$ cat src/rtl/core/ole_pkg.sv
// Shared types, command codes and defaults for the ordered list engine.
package ole_pkg;

  localparam int DEPTH_DEF      = 16;
  localparam int VALUE_BITS_DEF = 32;

  localparam logic [2:0] CMD_PUSH_FRONT  = 3'd0;
  localparam logic [2:0] CMD_PUSH_BACK   = 3'd1;
  localparam logic [2:0] CMD_INSERT_AFTER = 3'd2;
  localparam logic [2:0] CMD_REMOVE      = 3'd3;
  localparam logic [2:0] CMD_CONTAINS    = 3'd4;
  localparam logic [2:0] CMD_CLEAR       = 3'd5;

  typedef struct packed {
    logic [2:0]         cmd;
    logic signed [31:0] item_value;
    logic signed [31:0] target_value;
  } in_req_t;

  typedef struct packed {
    logic       ok;
    logic       full_refused;
    logic [4:0] entry_count;
    logic       is_empty;
  } out_resp_t;

  // Token handed from one cell to the next.
  typedef struct packed {
    logic tok;
    logic move;
  } hand_t;

  // Broadcast from the controller to every cell.
  typedef struct packed {
    logic [2:0] mode;
    logic       clear;
  } bcast_t;

  typedef struct packed {
    logic done;
    logic found;
  } cell_done_t;

endpackage

$ cat src/rtl/core/ole_cell.sv
// One list cell: holds an entry and acts when the walking token reaches it.
module ole_cell #(
  parameter int VALUE_BITS = ole_pkg::VALUE_BITS_DEF
) (
  input  logic                  clk,
  input  logic                  rst_n,
  input  ole_pkg::bcast_t       bc,
  input  logic [VALUE_BITS-1:0] key,
  input  logic [VALUE_BITS-1:0] item,
  input  ole_pkg::hand_t        hand_in,
  input  logic [VALUE_BITS-1:0] carry_in,
  input  logic                  nxt_valid,
  input  logic [VALUE_BITS-1:0] nxt_value,
  output logic                  valid_o,
  output logic [VALUE_BITS-1:0] value_o,
  output ole_pkg::hand_t        hand_out,
  output logic [VALUE_BITS-1:0] carry_out,
  output ole_pkg::cell_done_t   done_o
);

  logic                  valid_r, valid_nxt;
  logic [VALUE_BITS-1:0] value_r, value_nxt;
  logic                  tok_r;
  logic                  move_r;
  logic [VALUE_BITS-1:0] carry_r;
  logic                  hit;

  assign hit     = valid_r && (value_r == key);
  assign valid_o = valid_r;
  assign value_o = value_r;

  always_comb begin
    valid_nxt     = valid_r;
    value_nxt     = value_r;
    hand_out      = '0;
    carry_out     = value_r;
    done_o        = '0;
    if (tok_r) begin
      if (!move_r) begin
        case (bc.mode)
          ole_pkg::CMD_PUSH_BACK: begin
            if (valid_r) begin
              hand_out.tok = 1'b1;
            end else begin
              value_nxt    = item;
              valid_nxt    = 1'b1;
              done_o       = '{done: 1'b1, found: 1'b1};
            end
          end
          ole_pkg::CMD_INSERT_AFTER, ole_pkg::CMD_REMOVE, ole_pkg::CMD_CONTAINS: begin
            if (!valid_r) begin
              done_o.done = 1'b1;
            end else if (!hit) begin
              hand_out.tok = 1'b1;
            end else if (bc.mode == ole_pkg::CMD_CONTAINS) begin
              done_o = '{done: 1'b1, found: 1'b1};
            end else if (bc.mode == ole_pkg::CMD_INSERT_AFTER) begin
              hand_out  = '{tok: 1'b1, move: 1'b1};
              carry_out = item;
            end else if (nxt_valid) begin
              // The matching entry is dropped by pulling the tail one cell up.
              value_nxt = nxt_value;
              hand_out  = '{tok: 1'b1, move: 1'b1};
            end else begin
              valid_nxt = 1'b0;
              done_o    = '{done: 1'b1, found: 1'b1};
            end
          end
          default: begin
            done_o.done = 1'b1;
          end
        endcase
      end else if (bc.mode == ole_pkg::CMD_REMOVE) begin
        if (nxt_valid) begin
          value_nxt = nxt_value;
          hand_out  = '{tok: 1'b1, move: 1'b1};
        end else begin
          valid_nxt = 1'b0;
          done_o    = '{done: 1'b1, found: 1'b1};
        end
      end else begin
        // Insertion ripple: take the carried value and pass the old one on.
        value_nxt = carry_r;
        carry_out = value_r;
        if (valid_r) begin
          hand_out = '{tok: 1'b1, move: 1'b1};
        end else begin
          valid_nxt = 1'b1;
          done_o    = '{done: 1'b1, found: 1'b1};
        end
      end
    end
    if (bc.clear) begin
      valid_nxt = 1'b0;
    end
  end

  always_ff @(posedge clk) begin
    if (!rst_n) begin
      valid_r <= 1'b0;
      tok_r   <= 1'b0;
    end else begin
      valid_r <= valid_nxt;
      tok_r   <= hand_in.tok;
    end
    move_r  <= hand_in.move;
    carry_r <= carry_in;
    value_r <= value_nxt;
  end

endmodule

$ cat src/rtl/core/ole_ctrl.sv
// Command sequencer: launches the token into the cell row, keeps the count, holds the result.
module ole_ctrl #(
  parameter int DEPTH      = ole_pkg::DEPTH_DEF,
  parameter int VALUE_BITS = ole_pkg::VALUE_BITS_DEF
) (
  input  logic                  clk,
  input  logic                  rst_n,
  input  logic                  in_valid,
  output logic                  in_ready,
  input  ole_pkg::in_req_t      in_req,
  output logic                  out_valid,
  input  logic                  out_ready,
  output ole_pkg::out_resp_t    out_resp,
  input  logic                  any_done,
  input  logic                  any_found,
  input  logic                  tail_tok,
  output ole_pkg::bcast_t       bc,
  output logic [VALUE_BITS-1:0] key,
  output logic [VALUE_BITS-1:0] item,
  output ole_pkg::hand_t        hand0,
  output logic [VALUE_BITS-1:0] carry0
);

  localparam int CW = $clog2(DEPTH + 1);
  localparam logic [CW-1:0] FULL_COUNT = CW'(DEPTH);

  localparam logic [1:0] ST_IDLE = 2'd0;
  localparam logic [1:0] ST_RUN  = 2'd1;
  localparam logic [1:0] ST_HOLD = 2'd2;

  logic [1:0]            state_r, state_nxt;
  logic [CW-1:0]         count_r, count_nxt;
  logic                  ok_r, ok_nxt;
  logic                  refused_r, refused_nxt;
  logic [2:0]            mode_r, mode_nxt;
  logic [VALUE_BITS-1:0] key_r, key_nxt;
  logic [VALUE_BITS-1:0] item_r, item_nxt;
  logic                  out_valid_r, out_valid_nxt;
  ole_pkg::out_resp_t    out_resp_r, out_resp_nxt;

  logic [VALUE_BITS+31:0] item_ext, target_ext;
  logic [VALUE_BITS-1:0]  item_in, target_in;
  logic [CW+4:0]          count_ext;

  // Values are kept as their low VALUE_BITS bits, zero-extended when wider.
  assign item_ext   = {{VALUE_BITS{1'b0}}, in_req.item_value};
  assign target_ext = {{VALUE_BITS{1'b0}}, in_req.target_value};
  assign item_in    = item_ext[VALUE_BITS-1:0];
  assign target_in  = target_ext[VALUE_BITS-1:0];
  assign count_ext  = {5'b0, count_r};

  assign in_ready  = (state_r == ST_IDLE);
  assign out_valid = out_valid_r;
  assign out_resp  = out_resp_r;
  assign key       = key_r;
  assign item      = item_r;

  always_comb begin
    state_nxt     = state_r;
    count_nxt     = count_r;
    ok_nxt        = ok_r;
    refused_nxt   = refused_r;
    mode_nxt      = mode_r;
    key_nxt       = key_r;
    item_nxt      = item_r;
    out_valid_nxt = out_valid_r;
    out_resp_nxt  = out_resp_r;
    hand0         = '0;
    carry0        = item_in;
    bc.mode       = mode_r;
    bc.clear      = 1'b0;
    if (out_valid_r && out_ready) begin
      out_valid_nxt = 1'b0;
    end
    case (state_r)
      ST_IDLE: begin
        if (in_valid) begin
          mode_nxt    = in_req.cmd;
          key_nxt     = (in_req.cmd == ole_pkg::CMD_INSERT_AFTER) ? target_in : item_in;
          item_nxt    = item_in;
          ok_nxt      = 1'b0;
          refused_nxt = 1'b0;
          state_nxt   = ST_HOLD;
          if (in_req.cmd inside {ole_pkg::CMD_PUSH_FRONT, ole_pkg::CMD_PUSH_BACK,
                                 ole_pkg::CMD_INSERT_AFTER}) begin
            if (count_r == FULL_COUNT) begin
              refused_nxt = 1'b1;
            end else begin
              // A push at the front starts straight in the insertion ripple.
              hand0.tok  = 1'b1;
              hand0.move = (in_req.cmd == ole_pkg::CMD_PUSH_FRONT);
              state_nxt  = ST_RUN;
            end
          end else if (in_req.cmd inside {ole_pkg::CMD_REMOVE, ole_pkg::CMD_CONTAINS}) begin
            hand0.tok = 1'b1;
            state_nxt = ST_RUN;
          end else if (in_req.cmd == ole_pkg::CMD_CLEAR) begin
            bc.clear  = 1'b1;
            count_nxt = '0;
            ok_nxt    = 1'b1;
          end
        end
      end
      ST_RUN: begin
        // A token leaving the last cell means the search ran off the list.
        if (any_done || tail_tok) begin
          ok_nxt    = any_found;
          state_nxt = ST_HOLD;
          if (any_found) begin
            if (mode_r == ole_pkg::CMD_REMOVE) begin
              count_nxt = count_r - CW'(1);
            end else if (mode_r != ole_pkg::CMD_CONTAINS) begin
              count_nxt = count_r + CW'(1);
            end
          end
        end
      end
      ST_HOLD: begin
        if (!out_valid_r || out_ready) begin
          out_valid_nxt             = 1'b1;
          out_resp_nxt.ok           = ok_r;
          out_resp_nxt.full_refused = refused_r;
          out_resp_nxt.entry_count  = count_ext[4:0];
          out_resp_nxt.is_empty     = (count_r == '0);
          state_nxt                 = ST_IDLE;
        end
      end
      default: begin
        state_nxt = ST_IDLE;
      end
    endcase
  end

  always_ff @(posedge clk) begin
    if (!rst_n) begin
      state_r     <= ST_IDLE;
      count_r     <= '0;
      out_valid_r <= 1'b0;
      mode_r      <= ole_pkg::CMD_CLEAR;
    end else begin
      state_r     <= state_nxt;
      count_r     <= count_nxt;
      out_valid_r <= out_valid_nxt;
      mode_r      <= mode_nxt;
    end
    ok_r       <= ok_nxt;
    refused_r  <= refused_nxt;
    key_r      <= key_nxt;
    item_r     <= item_nxt;
    out_resp_r <= out_resp_nxt;
  end

endmodule

$ cat src/rtl/core/ordered_list_engine.sv
// Top level of the ordered list engine: sequencer plus a row of list cells.
//
// Usage: one request per command on the in_ channel (cmd, item_value,
// target_value); exactly one response per request on the out_ channel
// (ok, full_refused, entry_count, is_empty). Both channels use valid/ready.
// The list is kept compacted and in order in a row of DEPTH cells. A token
// enters the first cell and moves one cell per cycle: it searches for a
// match or for the end of the list, and insertions and removals ripple the
// following entries one cell down or up the row in the same walk.
// For clear, unused codes and refused pushes the sequencer goes straight to
// its hold state and registers the response; the other commands first walk
// the token through the cell row (one cell per cycle).
// Throughput: one command at a time; in_ready is high whenever no command
// is in progress, so a new request is taken while the previous response
// still sits in the output register.
// Reset (synchronous, rst_n low) empties the list and drops any pending
// response. If the receiver stalls, a finished response waits inside the
// block until the output register is free.
module ordered_list_engine #(
  parameter int DEPTH      = ole_pkg::DEPTH_DEF,
  parameter int VALUE_BITS = ole_pkg::VALUE_BITS_DEF
) (
  input  logic               clk,
  input  logic               rst_n,
  input  logic               in_valid,
  output logic               in_ready,
  input  ole_pkg::in_req_t   in_req,
  output logic               out_valid,
  input  logic               out_ready,
  output ole_pkg::out_resp_t out_resp
);

  ole_pkg::bcast_t       bc;
  logic [VALUE_BITS-1:0] key;
  logic [VALUE_BITS-1:0] item;

  ole_pkg::hand_t        hand_w  [DEPTH+1];
  logic [VALUE_BITS-1:0] carry_w [DEPTH+1];
  logic                  valid_w [DEPTH+1];
  logic [VALUE_BITS-1:0] value_w [DEPTH+1];
  logic [DEPTH-1:0]      done_v;
  logic [DEPTH-1:0]      found_v;

  assign valid_w[DEPTH] = 1'b0;
  assign value_w[DEPTH] = '0;

  ole_ctrl #(
    .DEPTH      (DEPTH),
    .VALUE_BITS (VALUE_BITS)
  ) u_ctrl (
    .clk       (clk),
    .rst_n     (rst_n),
    .in_valid  (in_valid),
    .in_ready  (in_ready),
    .in_req    (in_req),
    .out_valid (out_valid),
    .out_ready (out_ready),
    .out_resp  (out_resp),
    .any_done  (|done_v),
    .any_found (|found_v),
    .tail_tok  (hand_w[DEPTH].tok),
    .bc        (bc),
    .key       (key),
    .item      (item),
    .hand0     (hand_w[0]),
    .carry0    (carry_w[0])
  );

  for (genvar i = 0; i < DEPTH; i++) begin : g_cell
    ole_pkg::cell_done_t cd;

    ole_cell #(
      .VALUE_BITS (VALUE_BITS)
    ) u_cell (
      .clk       (clk),
      .rst_n     (rst_n),
      .bc        (bc),
      .key       (key),
      .item      (item),
      .hand_in   (hand_w[i]),
      .carry_in  (carry_w[i]),
      .nxt_valid (valid_w[i+1]),
      .nxt_value (value_w[i+1]),
      .valid_o   (valid_w[i]),
      .value_o   (value_w[i]),
      .hand_out  (hand_w[i+1]),
      .carry_out (carry_w[i+1]),
      .done_o    (cd)
    );

    assign done_v[i]  = cd.done;
    assign found_v[i] = cd.found;
  end

endmodule

$ cat config.mk
export PLATFORM = sky130hd
export DESIGN_NAME = ordered_list_engine
export DESIGN_NICKNAME = d
export VERILOG_FILES = /design/src/rtl/core/ole_pkg.sv /design/src/rtl/core/ole_cell.sv /design/src/rtl/core/ole_ctrl.sv /design/src/rtl/core/ordered_list_engine.sv
export SDC_FILE = /design/constraint.sdc
export NUM_CORES = 2
export LEC_CHECK = 0
export BUFFER_PORTS_ARGS = -buffer_cell sky130_fd_sc_hd__buf_2
export CORE_ASPECT_RATIO = 1.4
export CORE_UTILIZATION = 51
export DETAILED_ROUTE_END_ITERATION = 8
export GPL_TIMING_DRIVEN = 0
export PLACE_DENSITY = 0.77
export SYNTH_ARGS = -nofsm -noshare
export SYNTH_HDL_FRONTEND = slang
export SYNTH_SLANG_ARGS = --single-unit
$ cat constraint.sdc
create_clock -name clk -period 5.13 [get_ports clk]
set_input_delay 1.026 -clock clk [delete_from_list [all_inputs] [get_ports clk]]
set_output_delay 1.026 -clock clk [all_outputs]
set_load 0.005 [all_outputs]
==> impl_results.md <==
- Pwr Density: 326 nW/um2
- Biggest area consumer among synthesized cells: sky130_fd_sc_hd__edfxtp_1
- Total nets after synthesis: 5786
- Number of max-slew violations in the final report: 42
- First DRT Iteration DRCs: around 8000
- Class of the worst hold path: in2reg
- Filler-free cell count of the finished design: 7625
- H-tree depth: 3
- Worst skew pair latency: 0.79 ns
- Top flip-flop cell by instance count after synthesis: sky130_fd_sc_hd__edfxtp_1
- Netlist cell types: 79
- Max-cap violations: 4
- Cells traversed along the worst timing path: clkbuf_1, nor3b_4, clkbuf_1, nor2_1, o21ai_0, a222oi_1, nand4_1, nor4_2, a211oi_4, mux2i_1
- Startpoint type of the worst setup path: flip-flop
- Final Net Count: approximately 6000
- Number of antenna violations at the first check in global routing: 19
- Chip Width: 296 um
- Final-layout worst hold slack: ~0.38 ns
- Required time of the worst setup path: 5.84 ns
- Initial standard-cell utilization of the core: 51.5%
- Vias per std cell: 7.03
- Synthesized netlist cell count: between 5000 and 6000
- Most common library cells after synthesis: sky130_fd_sc_hd__mux2_2, sky130_fd_sc_hd__edfxtp_1, sky130_fd_sc_hd__a21oi_1
- Measured slew at the worst slew-check pin: 1.59 ns
- Time the final worst path needs with I/O delays and setup: 5.50 ns
- Family with the most delay on the worst path: compound AO/OA/AOI/OAI gates
- Endpoint kind of the worst setup timing path: flip-flop
- Number of flops mapped to enable cells by yosys: 586
- Leakage power: roughly 0.023 uW
- Setup Crit Path Kind: reg2reg
- FILL cells: 10500
- Setup violations, final: 163
- Wire length of the first global-routing pass: just over 400000 um
- Global-route usage over all layers: 48.8%
- Number of cells in the design after placement: 7399
- Total cell area at the placement stage: 64400 um2
- GRT Residual Overflow: 0
- Core ar.: 120000 um2
- Relative max-transition margin: -5.82%
- TritonCTS clock tree: yes
- Largest net degree at the start of global routing: 73
- Detailed Route WL: between 300000 and 400000 um
- Total buffers and inverters traversed by the critical path: 2
- Final non-filler cell area: around 69000 um2
- Die Outline Area: 122000 um2
- Number of warnings printed during yosys synthesis: 0
- CTS Hold Buffers Added: 0
- Area of combinational cells with multiple inputs: 30600 um2
- Cell types occupying the most area after synthesis: sky130_fd_sc_hd__edfxtp_1, sky130_fd_sc_hd__dfxtp_1, sky130_fd_sc_hd__mux2_2
- Number of clock buffers inserted by TritonCTS: 117
- Overall power of the completed layout: ~22000 uW
- Number of detailed-route iterations in the first pass: 6
- Longest individual stage delay on the worst path: ~1.2 ns
- Maximum fanout encountered on the critical timing path: 10
- Slowest-stage cell, CP: sky130_fd_sc_hd__clkbuf_1
- CTS sink count: ~1200
- Count of buffers inserted at the top-level ports: 80
- Per-instance average area after synthesis: about 11 um2
- Share of final-layout standard cells stronger than drive strength 1: 23.8%
- Final HPWL DP: 240000 um
- Clock root cell: sky130_fd_sc_hd__clkbuf_16
- Violations in the final reports: capacitance limit, slew limit, setup timing
- DR DRC count: 0
- Seq/Total Area, Yosys: 47.1%
- Buffer depth of the longest clock path: 3
- Ratio of final minimum period to clock period: 107%
- DR WL/cell: between 30 and 40 um
- I/O pin cnt: 81
- Post-layout util: between 50 and 60%
- DR vias: 53600
- Most common cell in the netlist: sky130_fd_sc_hd__mux2_2
- Number of hold-slack violations in the final timing report: 0
- Clock Skew: 0.0294 ns
- Reg clk slew, reported paths: 0.07 ns
- Unrepaired setup endpoints after global routing: no
- Maximum vdd drop: approximately 340 uV
- Worst EP arrival: 6.20 ns
- Share of synthesized flip-flops with an asynchronous set or reset: 0%
- Status: finished with violations
- Core Rows: 150
- Footprint of the flip-flops and latches: 29000 um2
- Highest clock rate: around 180 MHz
- Worst path setup slack after routing: -0.367 ns
- Vertical extent of the die: a little over 400 um
- Number of nets with antenna violations after detailed routing: 0
- Synthesized cell area: 61700 um2
- Area Growth Syn to Fin: 11.6%
- Number of register bits inferred by synthesis: 1157
- Cell mode on critical path: sky130_fd_sc_hd__clkbuf_1
- Via count of the first global-routing pass: 50100
- Routability-driven placement congestion ratio: 1.07
- Fraction of synthesized cell area taken by the top area cell type: 28.5%
==> cells by family after synthesis <==
family	share of synthesized area [%]
buf+inv	3.79
mux	18.6
xor+xnor	7.21
fa+ha+maj	0.0933
compound gates	15.9
flops	47.1
simple gates	7.27
==> report_power, final <==
group	switching [uW]	total, uW	leakage [uW]	internal (uW)
clock network	4100	9620	0.00208	5520
registers	202	10100	0.0101	9880
logic	1950	2720	0.0107	769
total	6250	22400	0.0229	16200
==> cell type report <==
class	instances	share of cell area, %
diodes	10	0.0363
plain buffers	540	3.10
clock buffers	158	4.97
clock inverters	66	1.15
inverters	40	0.225
multi-input cells	3952	44.4
flip-flops and latches	1157	42.2
well taps	1596	2.90
repair buffers	106	1.06
==> metal layers <==
layer	track usage [%]	up-vias	part of all wire [%]
li1	-	21900	-
met1	58.7	26600	36
met2	69.8	3922	42
met3	16.9	1094	12
met4	40.9	12	10
met5	0	-	0.034
==> per-stage QoR <==
step | TNS (ns) | setup WS, ns
finish | -11.10 | -0.367
global route | 0 | 0.000358
CTS | 0 | 0.0155
detailed placement | -282.74 | -2.15
global placement | -892.12 | -4.17
floorplan | 0 | 0.456
==> timing repair <==
item                       in CTS  in global routing
setup endpoints to repair     606                348
pin swaps                       3                  0
setup buffers                   3                  6
gates resized for setup        23                 20
gates cloned                    1                  0
==> sequential cells by signal, indices dropped and copies added, names as in the netlist <==
| name | count |
|---|---|
| u_ctrl.item | 32 |
| g_cell.u_cell.move_r | 16 |
| u_ctrl.ok_r | 1 |
| g_cell.u_cell.tok_r | 16 |
| u_ctrl.state_r | 2 |
| u_ctrl.refused_r | 1 |
| g_cell.u_cell.value_o | 512 |
| u_ctrl.key | 32 |
| g_cell.u_cell.valid_o | 16 |
| u_ctrl.mode_r | 3 |
| u_ctrl.count_r | 5 |
| u_ctrl.out_valid | 1 |
| u_ctrl.out_resp | 8 |
| g_cell.u_cell.carry_r | 512 |
==> final timing paths <==
path               startpoint                            to  slack [ns]  cells past startpoint
max          u_ctrl.mode_r[1]             u_ctrl.count_r[1]       -0.37                     10
min                in_req[58]  g_cell[0].u_cell.carry_r[26]        0.38                      1
max reg2reg  u_ctrl.mode_r[1]             u_ctrl.count_r[1]       -0.37                     10
min reg2reg  u_ctrl.refused_r            u_ctrl.out_resp[6]        0.44                      0
==> cell usage in the layout, fill, tap and decap left out, types with 10 or more instances in the layout <==
cell type,synthesis,layout
sky130_fd_sc_hd__a31oi_1,14,14
sky130_fd_sc_hd__edfxtp_1,586,586
sky130_fd_sc_hd__a21oi_1,572,569
sky130_fd_sc_hd__nor3_1,32,27
sky130_fd_sc_hd__o21ai_0,335,332
sky130_fd_sc_hd__dfxtp_1,571,571
sky130_fd_sc_hd__buf_4,2,15
sky130_fd_sc_hd__and3_1,40,40
sky130_fd_sc_hd__a221o_1,226,226
sky130_fd_sc_hd__bufinv_16,0,17
sky130_fd_sc_hd__or4_1,15,15
sky130_fd_sc_hd__clkbuf_1,461,446
sky130_fd_sc_hd__clkbuf_16,0,123
sky130_fd_sc_hd__clkinv_2,0,30
sky130_fd_sc_hd__mux2i_1,13,12
sky130_fd_sc_hd__nor4_1,63,57
sky130_fd_sc_hd__buf_1,50,45
sky130_fd_sc_hd__o211ai_1,13,13
sky130_fd_sc_hd__xor2_1,148,148
sky130_fd_sc_hd__a22oi_1,259,259
sky130_fd_sc_hd__clkbuf_8,0,21
sky130_fd_sc_hd__nand4_1,104,104
sky130_fd_sc_hd__diode_2,0,10
sky130_fd_sc_hd__nand2b_1,30,30
sky130_fd_sc_hd__nand3_1,53,53
sky130_fd_sc_hd__inv_1,38,38
sky130_fd_sc_hd__xnor2_1,360,359
sky130_fd_sc_hd__buf_2,48,128
sky130_fd_sc_hd__nor2b_1,20,19
sky130_fd_sc_hd__nand2_1,121,121
sky130_fd_sc_hd__nor2_1,340,331
sky130_fd_sc_hd__and2_1,13,12
sky130_fd_sc_hd__o221ai_1,10,10
sky130_fd_sc_hd__mux2_2,1005,1005
Power figures use the tool's default switching activity.
